$ cat src/design/pfrt_pkg.sv
// Shared types and constants for the page frame region table.
package pfrt_pkg;

	localparam int PAGE_SHIFT = 12;
	localparam int PAGE_W     = 52;

	typedef enum logic [1:0] {
		OP_APPEND  = 2'd0,
		OP_REWRITE = 2'd1,
		OP_RESERVE = 2'd2,
		OP_TOTALS  = 2'd3
	} op_t;

	typedef struct packed {
		logic [63:0] base;
		logic [51:0] pages;
		logic [3:0]  st;
		logic [31:0] usage;
		logic [31:0] owner;
		logic [31:0] source;
		logic [63:0] attrs;
	} region_t;

	typedef enum logic [3:0] {
		ST_IDLE,
		ST_APP_RD,
		ST_APP_DO,
		ST_RW_CHK,
		ST_RW_RD,
		ST_RW_WAIT,
		ST_RW_P0,
		ST_RW_P1,
		ST_RW_P2,
		ST_RW_FIN,
		ST_CP_RD,
		ST_CP_WAIT,
		ST_CP_DO,
		ST_TOT_RD,
		ST_TOT_ADD,
		ST_DONE
	} state_t;

	// Commands from controller to datapath
	typedef struct packed {
		logic load_in;      // capture input item
		logic rw_setup;     // compute range for rewrite/reserve
		logic tab_rd;       // read table entry at index
		logic scr_rd;       // read scratch entry at index
		logic app_do;       // append captured item to table
		logic piece_go;     // scratch append of current piece
		logic [1:0] piece;  // which piece: 0 before, 1 overlap, 2 after, 3 whole entry
		logic idx_inc;      // advance walk index
		logic idx_clr;      // clear walk index and scratch count
		logic cp_start;     // clear table count before copy back
		logic cp_do;        // append scratch entry to table
		logic tot_add;      // accumulate totals
		logic set_fail;     // mark failure
		logic out_load;     // load output register
	} cmd_t;

	typedef struct packed {
		logic range_bad;    // rewrite or reserve range rejected up front
		logic walk_done;    // index reached count
		logic cp_done;      // index reached scratch count
		logic overlap;      // current entry overlaps range
		logic failed;       // failure recorded
		logic covered_ok;   // covered bytes equal length
		logic reserve_zero; // reserve of zero length
	} status_t;

	function automatic logic [51:0] pages_for(input logic [63:0] len);
		pages_for = len[63:PAGE_SHIFT] + {51'd0, (len[PAGE_SHIFT-1:0] != '0)};
	endfunction

	function automatic logic [63:0] end_of(input logic [63:0] b, input logic [51:0] p);
		end_of = b + {p, {PAGE_SHIFT{1'b0}}};
	endfunction

endpackage

$ cat src/design/pfrt_ctrl.sv
// Controller state machine for the page frame region table.
module pfrt_ctrl (
	input  logic             clk,
	input  logic             arst_n,
	input  logic             in_valid,
	output logic             in_ready,
	output logic             out_valid,
	input  logic             out_ready,
	input  logic [1:0]       op,
	input  pfrt_pkg::status_t sts,
	output pfrt_pkg::cmd_t   cmd
);
	import pfrt_pkg::*;

	state_t state_q, state_d;
	logic   out_valid_q;

	// Next state
	always_comb begin
		state_d = state_q;
		case (state_q)
			ST_IDLE: begin
				if (in_valid && in_ready) begin
					case (op)
						OP_APPEND:  state_d = ST_APP_RD;
						OP_TOTALS:  state_d = ST_TOT_RD;
						default:    state_d = ST_RW_CHK;
					endcase
				end
			end
			ST_APP_RD:  state_d = ST_APP_DO;
			ST_APP_DO:  state_d = ST_DONE;
			ST_RW_CHK:  state_d = (sts.range_bad || sts.reserve_zero) ? ST_DONE : ST_RW_RD;
			ST_RW_RD:   state_d = sts.walk_done ? ST_RW_FIN : ST_RW_WAIT;
			ST_RW_WAIT: state_d = ST_RW_P0;
			ST_RW_P0:   state_d = sts.failed ? ST_DONE : (sts.overlap ? ST_RW_P1 : ST_RW_RD);
			ST_RW_P1:   state_d = sts.failed ? ST_DONE : ST_RW_P2;
			ST_RW_P2:   state_d = sts.failed ? ST_DONE : ST_RW_RD;
			ST_RW_FIN:  state_d = (sts.failed || !sts.covered_ok) ? ST_DONE : ST_CP_RD;
			ST_CP_RD:   state_d = sts.cp_done ? ST_DONE : ST_CP_WAIT;
			ST_CP_WAIT: state_d = ST_CP_DO;
			ST_CP_DO:   state_d = ST_CP_RD;
			ST_TOT_RD:  state_d = sts.walk_done ? ST_DONE : ST_TOT_ADD;
			ST_TOT_ADD: state_d = ST_TOT_RD;
			ST_DONE:    state_d = (!out_valid_q || out_ready) ? ST_IDLE : ST_DONE;
			default:    state_d = ST_IDLE;
		endcase
	end

	// Commands
	always_comb begin
		cmd = '0;
		case (state_q)
			ST_IDLE:    begin
				cmd.load_in = in_valid && in_ready;
				cmd.idx_clr = 1'b1;
			end
			ST_APP_RD:  cmd.tab_rd = 1'b1;
			ST_APP_DO:  cmd.app_do = 1'b1;
			ST_RW_CHK:  begin
				cmd.rw_setup = 1'b1;
				cmd.set_fail = sts.range_bad;
			end
			ST_RW_RD:   cmd.tab_rd = 1'b1;
			ST_RW_P0:   begin
				cmd.piece_go = 1'b1;
				cmd.piece    = sts.overlap ? 2'd0 : 2'd3;
				cmd.idx_inc  = !sts.overlap;
			end
			ST_RW_P1:   begin
				cmd.piece_go = 1'b1;
				cmd.piece    = 2'd1;
			end
			ST_RW_P2:   begin
				cmd.piece_go = 1'b1;
				cmd.piece    = 2'd2;
				cmd.idx_inc  = 1'b1;
			end
			ST_RW_FIN:  begin
				cmd.set_fail = !sts.covered_ok;
				cmd.cp_start = !sts.failed && sts.covered_ok;
			end
			ST_CP_RD:   cmd.scr_rd = 1'b1;
			ST_CP_DO:   begin
				cmd.cp_do   = 1'b1;
				cmd.idx_inc = 1'b1;
			end
			ST_TOT_RD:  cmd.tab_rd = 1'b1;
			ST_TOT_ADD: begin
				cmd.tot_add = 1'b1;
				cmd.idx_inc = 1'b1;
			end
			ST_DONE:    cmd.out_load = !out_valid_q || out_ready;
			default:    cmd = '0;
		endcase
	end

	// Hold state and output valid
	always_ff @(posedge clk or negedge arst_n) begin
		if (!arst_n) begin
			state_q     <= ST_IDLE;
			out_valid_q <= 1'b0;
		end else begin
			state_q <= state_d;
			if (cmd.out_load)
				out_valid_q <= 1'b1;
			else if (out_ready)
				out_valid_q <= 1'b0;
		end
	end

	assign in_ready  = (state_q == ST_IDLE);
	assign out_valid = out_valid_q;

endmodule

$ cat config.mk
export PLATFORM = sky130hd
export DESIGN_NAME = pfrt_ctrl
export DESIGN_NICKNAME = d
export VERILOG_FILES = /design/src/design/pfrt_pkg.sv /design/src/design/pfrt_ctrl.sv
export SDC_FILE = /design/constraint.sdc
export NUM_CORES = 1
export LEC_CHECK = 0
export BUFFER_PORTS_ARGS = -buffer_cell sky130_fd_sc_hd__clkbuf_2
export CORE_MARGIN = 8
export CORE_UTILIZATION = 46
export DETAILED_ROUTE_END_ITERATION = 16
export GPL_ROUTABILITY_DRIVEN = 0
export PLACE_DENSITY = 0.84
export SETUP_SLACK_MARGIN = 0.5
export SLEW_MARGIN = 30
export SYNTH_ARGS = -nofsm -noshare
export SYNTH_HDL_FRONTEND = slang
export SYNTH_SLANG_ARGS = --single-unit
$ cat constraint.sdc
create_clock -name clk -period 1.9 [get_ports clk]
set_input_delay 0 -clock clk [delete_from_list [all_inputs] [get_ports clk]]
set_output_delay 0 -clock clk [all_outputs]
set_load 0.01 [all_outputs]
==> results of run 1 <==
-- per-layer routing --
layer	vias up	wire (µm)	GRT usage, %
met4	0	210	9.43
li1	426	-	-
met1	467	1160	22.4
met3	25	350	4.62
met5	-	0	0
met2	95	1670	34.5
-- timing repair --
item	CTS	global route
buffers inserted	16	5
hold buffers	2	0
gates resized for setup	34	31
pin swaps	14	12
hold endpoints to repair	6	0
gates cloned	0	0
setup endpoints to repair	20	17
-- sequential cells by signal (all words and copies together), names as in the netlist --
signal     cells
out_valid      1
state_q        4
-- worst register-to-register path, stage by stage, from the launching register on --
cell      delay (ps)
dfrtp_2          470
buf_6            150
buf_12           130
nand4_1          110
a21oi_2           70
a311oi_2         310
a32oi_1          160
-- power by group --
part	internal, mW	switching, mW
registers	0.181	0.149
clock network	0.0803	0.0571
logic	0.945	0.958
total	1.21	1.16
-- cells in the final DEF (no fill, tap or decap), types with 3 or more instances in the layout --
cell type / instances
a21oi_2: 5
nand2_2: 3
a21oi_1: 3
buf_4: 11
buf_6: 11
clkbuf_2: 18
o21ai_0: 4
nor3_2: 3
nor3_1: 3
dfrtp_2: 3
nand3_1: 3
nor2_1: 6
nand2_1: 4
buf_2: 10
clkbuf_4: 4
-- layout make-up --
class	count	share of cell area [%]
Multi-Input combinational cell	72	48.6
Timing Repair Buffer	56	35.4
Sequential cell	5	10.9
Clock buffer	4	2.16
Tap cell	16	1.65
Inverter	3	1.34
-- kinds of logic (layout without fill, tap and decap cells) --
logic type               count (synthesis)  in the layout  synth area share (%)
AND/OR/NAND/NOR                         44             44                  34.3
AO/OA/AOI/OAI                           26             26                  27.6
buffers and inverters                   12             63                  16.8
flip-flops                               5              5                  18.2
adder cells (fa/ha/maj)                  1              1                  1.82
XOR/XNOR                                 1              1                  1.28
-- how the worst min path moves through the flow --
| stage | from | endpoint | slack (ps) | cells past startpoint |
|---|---|---|---|---|
| 2_1_floorplan | arst_n | out_valid | -300 | 0 |
| 3_3_place_gp | arst_n | state_q[3] | -180 | 1 |
| 3_5_place_dp | arst_n | out_valid | -170 | 1 |
| 4_1_cts | arst_n | state_q[1] | 100 | 2 |
| 5_1_grt | arst_n | out_valid | 100 | 2 |
| 6_report | arst_n | state_q[3] | 100 | 2 |
-- metrics by stage --
step,setup slack [ps],hold slack [ps],utilization [%],instances
after floorplan,528,-296,-,89
after global placement,386,-178,54.4,129
after detailed placement,336,-171,54.4,129
after CTS,462,100,75.2,151
after global routing,309,99.4,83.5,156
final,358,105,83.5,156
==> results.cfg, run 1 <==
[routing]
drc = 0
routed_wl_um = 3390
drtIter0Drc = 46
viasPerCell = 6.49
dr.pass1.iters = 4
wl_per_cell_um = 21.7
num_vias = 1013
postRouteAntennaNets = 0

[sta]
timing.fmax_mhz = 649
worstMarginPinSlew_ps = 298
finalHoldViolations = 0
clock_skew_ps = 0.199
period_share_pct = 81.2
maxSlewViolCount = 0
max_slew_margin_pct = 80.0
rsz0062_at_grt = true
tns_ps = 0
fin_crit_ps = 1540
setup_viol_count_final = 0

[yosys]
netlist.area_leader.share_pct = 18.2
async_flop_share_pct = 100
syn_inst = 89
synth.distinct_cells = 38
ys_top_cells_by_count = nor2_1, nand2_1, a21oi_1
avgSynthCellArea_um2 = 7.70
synthMostInstantiatedCell = nor2_1
yosysSeqAreaShare_pct = 18.2
ys_ff_latch = 5
synth_area_leaders = dfrtp_1, buf_6, clkbuf_8
synth_edf_count = 0
post-synth-top-area-cell = dfrtp_1
yosys_warnings = 0
synthesis.area_um2 = 686
synth_ff_type = dfrtp_1
syn_nets = 103

[setup_path]
critPathMaxStageDelay_ps = 470
critPathBufInv = 2
critPathSlowestCell = dfrtp_2
cp.required_ps = 2020
crit_cells = 6
path_class = reg2reg
crit_path_max_fanout = 8
rr_endpoint = state_q[1]
cp.arrival_ps = 1660
reg2reg_depth = 6
setup.worst_path.start = state_q[0]
reg2reg_from = state_q[0]
start_kind = flop
reg2reg_setup_slack_ps = 360
crit_path_cell_trace = buf_6, buf_12, nand4_1, a21oi_2, a311oi_2, a32oi_1
path_delay_family = compound AO/OA/AOI/OAI gates
cp-end-kind = flop
crit_path_end = state_q[1]

[grt]
grt_overflow = 0
grt.total_usage_pct = 20.0
antenna_found_initial = 0
grt_pass1_vias = 930
grt_pass1_wl_um = 4460
grt_max_degree = 10

[layout]
insertedDiodeCount = 0
layout-drive-gt1-share_pct = 67.1
num-fill-cells = 90
stdcell_area_mm2 = 0.00121
area_delta_synth_final_pct = 77.0
seq_area_um2 = 133
multi_input_area_um2 = 589
nets = 155

[power]
power.leakage_nw = 0.554
power.total_mw = 2.37
power_density_mw_per_mm2 = 1950
vdd_ir_drop_max_mv = 1.29

[place]
dpl.hpwl_um = 1590
placed_area_um2 = 791
port_buffers = 29

[die]
die_h_um = 54.6
die_w_um = 54.6
initial_core_util_pct = 47.2
coreArea_mm2 = 0.00145
rows = 14
ioPinCount = 30
dieArea_mm2 = 0.00298

[flow_run]
drv_cap = 0

[worst_hold_path]
hold_path_class = in2async

[cts]
root_buffer = clkbuf_4
cts_sinks = 5
clk_pin_slew_ps = 50
clkLatencyLatePin_ps = 260
cts_buffers = 3
cts_tree = yes
htreeDepth = 1
clk_path_buf_depth = 2

[outcome]
status = complete, no violations
No activity file was read; power rests on OpenSTA's default activity.
==> run 2, diff against run 1 <==
--- a/config.mk
+++ b/config.mk
@@ -7,10 +7,10 @@
 export LEC_CHECK = 0
 export BUFFER_PORTS_ARGS = -buffer_cell sky130_fd_sc_hd__clkbuf_2
 export CORE_MARGIN = 8
-export CORE_UTILIZATION = 46
+export CORE_UTILIZATION = 41
 export DETAILED_ROUTE_END_ITERATION = 16
 export GPL_ROUTABILITY_DRIVEN = 0
-export PLACE_DENSITY = 0.84
+export PLACE_DENSITY = 0.79
 export SETUP_SLACK_MARGIN = 0.5
 export SLEW_MARGIN = 30
 export SYNTH_ARGS = -nofsm -noshare
==> constraint.sdc (replaced) <==
create_clock -name clk -period 1.4 [get_ports clk]
set_input_delay 0 -clock clk [delete_from_list [all_inputs] [get_ports clk]]
set_output_delay 0 -clock clk [all_outputs]
set_load 0.01 [all_outputs]
==> results.cfg, run 2 (synthesis results as in run 1) <==
[routing]
postRouteAntennaNets = 0
wl_per_cell_um = 22.6
dr.pass1.iters = 4
num_vias = 1039
viasPerCell = 6.22
routed_wl_um = 3780
drc = 0
drtIter0Drc = 36

[sta]
period_share_pct = 111
timing.hold.ws_ps = 55.8
maxSlewViolCount = 0
rsz0062_at_grt = true
worst_slack_ps = -151
timing.fmax_mhz = 645
finalHoldViolations = 0
worstMarginPinSlew_ps = 277
tns_ps = -814
clock_skew_ps = 8.79
fin_crit_ps = 1550
setup_viol_count_final = 13
max_slew_margin_pct = 81.3

[layout]
top_register = state_q
largest_reg_flops = 4
nets = 166
insertedDiodeCount = 0
layout-drive-gt1-share_pct = 72.8
final_common_cell = buf_6
num-fill-cells = 69
mostFrequentLayoutCells = buf_6, clkbuf_2, buf_4
area_delta_synth_final_pct = 102

[die]
die_w_um = 56.9
dieArea_mm2 = 0.00324
die_h_um = 56.9
coreArea_mm2 = 0.00154
rows = 14
ioPinCount = 30
initial_core_util_pct = 44.5

[cts]
clk_path_buf_depth = 2
clkLatencyLatePin_ps = 260
htreeDepth = 1
clk_pin_slew_ps = 50
cts_sinks = 5
cts_buffers = 3
cts_tree = yes
root_buffer = clkbuf_4

[flow_run]
drv_cap = 0

[setup_path]
cp.arrival_ps = 1550
critPathSlowestCell = dfrtp_2
crit_path_max_fanout = 7
reg2reg_depth = 5
cp.required_ps = 1400
crit_path_cell_trace = buf_6, nand3b_1, nor2_1, nor2_2, a21oi_2, buf_2
start_kind = flop
reg2reg_setup_slack_ps = -90
cp-end-kind = output port
rr_endpoint = state_q[1]
path_class = reg2out
reg2reg_from = state_q[1]
critPathMaxStageDelay_ps = 440

[worst_hold_path]
min_to = state_q[1]
hold_path_class = in2reg
min-delay-start = in_valid
holdPathStages = 3

[grt]
grt_max_degree = 10
grt.total_usage_pct = 18.4
grt_pass1_wl_um = 4960
grt_pass1_vias = 1038
grt_overflow = 0
antenna_found_initial = 0

[place]
dpl.hpwl_um = 1890
port_buffers = 29
dpl_worst_slack_ps = -26.3

[power]
vdd_ir_drop_max_mv = 1.78
power_density_mw_per_mm2 = 2690
power.leakage_nw = 0.655

[outcome]
violations = negative setup slack
status = complete, but fails checks
-- run 2: changes by cell type in the layout (fill, tap and decap cells not counted), moves of 2 or more --
| cell | delta |
|---|---|
| buf_4 | +3 |
| nor3_4 | +2 |
| buf_2 | +2 |
| nand2_4 | +2 |
| nor2_2 | +2 |
| nand2_2 | -2 |
| buf_6 | +11 |
| buf_8 | +2 |
| clkbuf_2 | -4 |
| nor3_1 | -2 |
-- run 2: critical path, delay by kind of cell (launching register included) --
kind,cells,cell delay (ps)
compound gates,1,130
buf+inv,2,330
simple gates,3,400
flops,1,440
-- run 2: worst max path at each step --
stage | start | endpoint | slack (ps)
2_1_floorplan | state_q[2] | state_q[1] | 40
3_5_place_dp | state_q[0] | state_q[1] | -30
6_report | state_q[1] | cmd[6] | -150
3_3_place_gp | state_q[0] | state_q[1] | -6
4_1_cts | state_q[2] | cmd[12] | -60
5_1_grt | state_q[1] | cmd[6] | -210
-- run 2: routing by layer --
layer | GRT usage [%] | vias up | share of wire [%]
met4 | 4.03 | 0 | 6.0
met2 | 30.9 | 87 | 48
met5 | 0 | - | 0
li1 | - | 447 | -
met1 | 21.7 | 481 | 37
met3 | 6.29 | 24 | 9.3
-- run 2: stage by stage --
stage	util [%]	cell area [µm²]	instances	total power, mW
finish	89.9	1390	167	3.72
floorplan	-	792	89	1.81
global route	89.9	1390	167	3.91
detailed placement	65.0	1000	144	2.38
CTS	83.0	1280	164	3.26
global placement	65.0	1000	144	2.33
-- run 2: what timing repair did --
item,4_1_cts,5_1_grt
setup endpoints to repair,21,21
gates cloned,0,0
hold buffers,1,0
endpoints found under the hold margin,5,0
gates resized for setup,37,35
setup buffers,15,3
pin swaps,18,8
-- run 2: final cells by class --
| type | count | area, µm² | share of cell area (%) |
|---|---|---|---|
| tap | 16 | 20.0 | 1.44 |
| timing repair buffer | 67 | 558 | 40.3 |
| sequential | 5 | 130 | 9.39 |
| multi-input combinational | 72 | 636 | 45.8 |
| inverter | 3 | 16.3 | 1.17 |
| clock buffer | 4 | 26.3 | 1.90 |
-- run 2: power breakdown --
part           switching (mW)  internal [mW]  leakage [nW]
sequential              0.166          0.239        0.0556
combinational            1.52           1.61         0.584
clock                  0.0806          0.109        0.0150
==> run 3, diff against run 2 <==
--- a/config.mk
+++ b/config.mk
@@ -6,12 +6,13 @@
 export NUM_CORES = 1
 export LEC_CHECK = 0
 export BUFFER_PORTS_ARGS = -buffer_cell sky130_fd_sc_hd__clkbuf_2
-export CORE_MARGIN = 8
+export CORE_MARGIN = 2
 export CORE_UTILIZATION = 41
+export CTS_CLUSTER_SIZE = 30
 export DETAILED_ROUTE_END_ITERATION = 16
 export GPL_ROUTABILITY_DRIVEN = 0
 export PLACE_DENSITY = 0.79
-export SETUP_SLACK_MARGIN = 0.5
+export SETUP_SLACK_MARGIN = 0.02
 export SLEW_MARGIN = 30
 export SYNTH_ARGS = -nofsm -noshare
 export SYNTH_HDL_FRONTEND = slang
==> results.cfg, run 3 (synthesis results as in run 1) <==
[setup_path]
crit_path_max_fanout = 8
crit_cells = 8
start_kind = flop
reg2reg_from = state_q[2]
critPathMaxStageDelay_ps = 470
crit_path_cell_trace = buf_6, buf_6, nand3b_1, buf_4, buf_4, o2bb2ai_1, nand2_1, nand3_1
critPathSlowestCell = dfrtp_2
cp-end-kind = flop
path_class = reg2reg
cp.required_ps = 1590
reg2reg_depth = 8
critPathBufInv = 4
setup.worst_path.start = state_q[2]
cp.arrival_ps = 1760
path_delay_family = buffers and inverters
reg2reg_setup_slack_ps = -170
rr_endpoint = state_q[2]
crit_path_end = state_q[2]

[layout]
final_cells = 159
final_util_pct = 75.4
layout-drive-gt1-share_pct = 58.0
mostFrequentLayoutCells = clkbuf_2, buf_4, buf_6
largest_reg_flops = 4
insertedDiodeCount = 0
area_delta_synth_final_pct = 69.5
top_register = state_q
nets = 158
final_common_cell = clkbuf_2

[worst_hold_path]
hold_path_class = in2reg
min-delay-start = in_valid
holdPathStages = 3

[place]
dp_cells = 139
port_buffers = 29
dpl.hpwl_um = 1520
dpl_worst_slack_ps = -71.8

[sta]
worstMarginPinSlew_ps = 324
finalHoldViolations = 0
period_share_pct = 112
clock_skew_ps = 5.82
worst_slack_ps = -171
timing.fmax_mhz = 637
max_slew_margin_pct = 78.4
fin_crit_ps = 1570
setup_viol_count_final = 14
rsz0062_at_grt = true
maxSlewViolCount = 0

[die]
initial_core_util_pct = 44.5
rows = 14
coreArea_mm2 = 0.00154
die_h_um = 44.9
ioPinCount = 30
dieArea_mm2 = 0.00202
die_w_um = 44.9

[grt]
grt_max_degree = 12
grt_pass1_wl_um = 3850
grt_overflow = 0
grt_pass1_vias = 841
grt.total_usage_pct = 26.7
antenna_found_initial = 0

[routing]
routed_wl_um = 2910
wl_per_cell_um = 18.3
viasPerCell = 6.24
dr.pass1.iters = 4
drc = 0
num_vias = 992
drtIter0Drc = 66
postRouteAntennaNets = 0

[flow_run]
drv_cap = 0

[cts]
clkLatencyLatePin_ps = 260
cts_tree = yes
clk_path_buf_depth = 2
htreeDepth = 1
root_buffer = clkbuf_4
clk_pin_slew_ps = 50
cts_buffers = 3
cts_sinks = 5

[power]
power.leakage_nw = 0.546
power.total_mw = 3.02
vdd_ir_drop_max_mv = 1.49
power_density_mw_per_mm2 = 2600

[outcome]
violations = negative setup slack
status = complete, but fails checks
## run 3: cell types whose count changed in the layout (fill, tap and decap cells not counted), sizes merged
cell / change
buf: -15
clkbuf: +7
## run 3: metrics by stage
step | area (µm²) | hold slack, ps | TNS [ps]
finish | 1160 | 17.7 | -1330
CTS | 1060 | 3.03 | -498
global route | 1160 | 36.9 | -2050
detailed placement | 878 | -184 | -131
floorplan | 694 | -296 | 0
global placement | 878 | -185 | -26.8
## run 3: metal layers
layer	part of all wire, %	track usage [%]	vias up
met5	0	0	-
met4	4.0	14.7	0
met3	6.9	2.00	17
met2	49	44.6	69
met1	40	33.9	468
li1	-	-	438
## run 3: how the worst min path moves through the flow
stage | slack, ps | endpoint
CTS | 3 | state_q[1]
global route | 40 | state_q[1]
finish | 20 | state_q[1]
global placement | -190 | out_valid
floorplan | -300 | out_valid
detailed placement | -180 | out_valid
## run 3: final cells by class
type | count | area [µm²]
repair buffers | 59 | 445
clock buffers | 4 | 26.3
multi-input cells | 72 | 524
inverters | 3 | 16.3
fillers | 96 | 379
well taps | 16 | 20.0
flip-flops and latches | 5 | 130
## run 3: power by group
group / internal (mW) / leakage (nW) / total (mW) / switching [mW]
clock network: 0.109 / 0.0150 / 0.183 / 0.0746
logic: 1.23 / 0.475 / 2.44 / 1.21
registers: 0.239 / 0.0556 / 0.392 / 0.153
## run 3: what timing repair did
item	CTS	global route
buffers inserted	9	6
cloned	1	0
hold buffers	1	0
gates resized for setup	14	25
setup endpoints to repair	17	18
pin swaps	10	14
endpoints found under the hold margin	5	0
## run 3: worst register-to-register path, delay by kind of cell, from the launching register on
family	cells	cell delay, ps
AO/OA/AOI/OAI	1	140
flip-flops	1	470
AND/OR/NAND/NOR	3	340
buffers and inverters	4	550
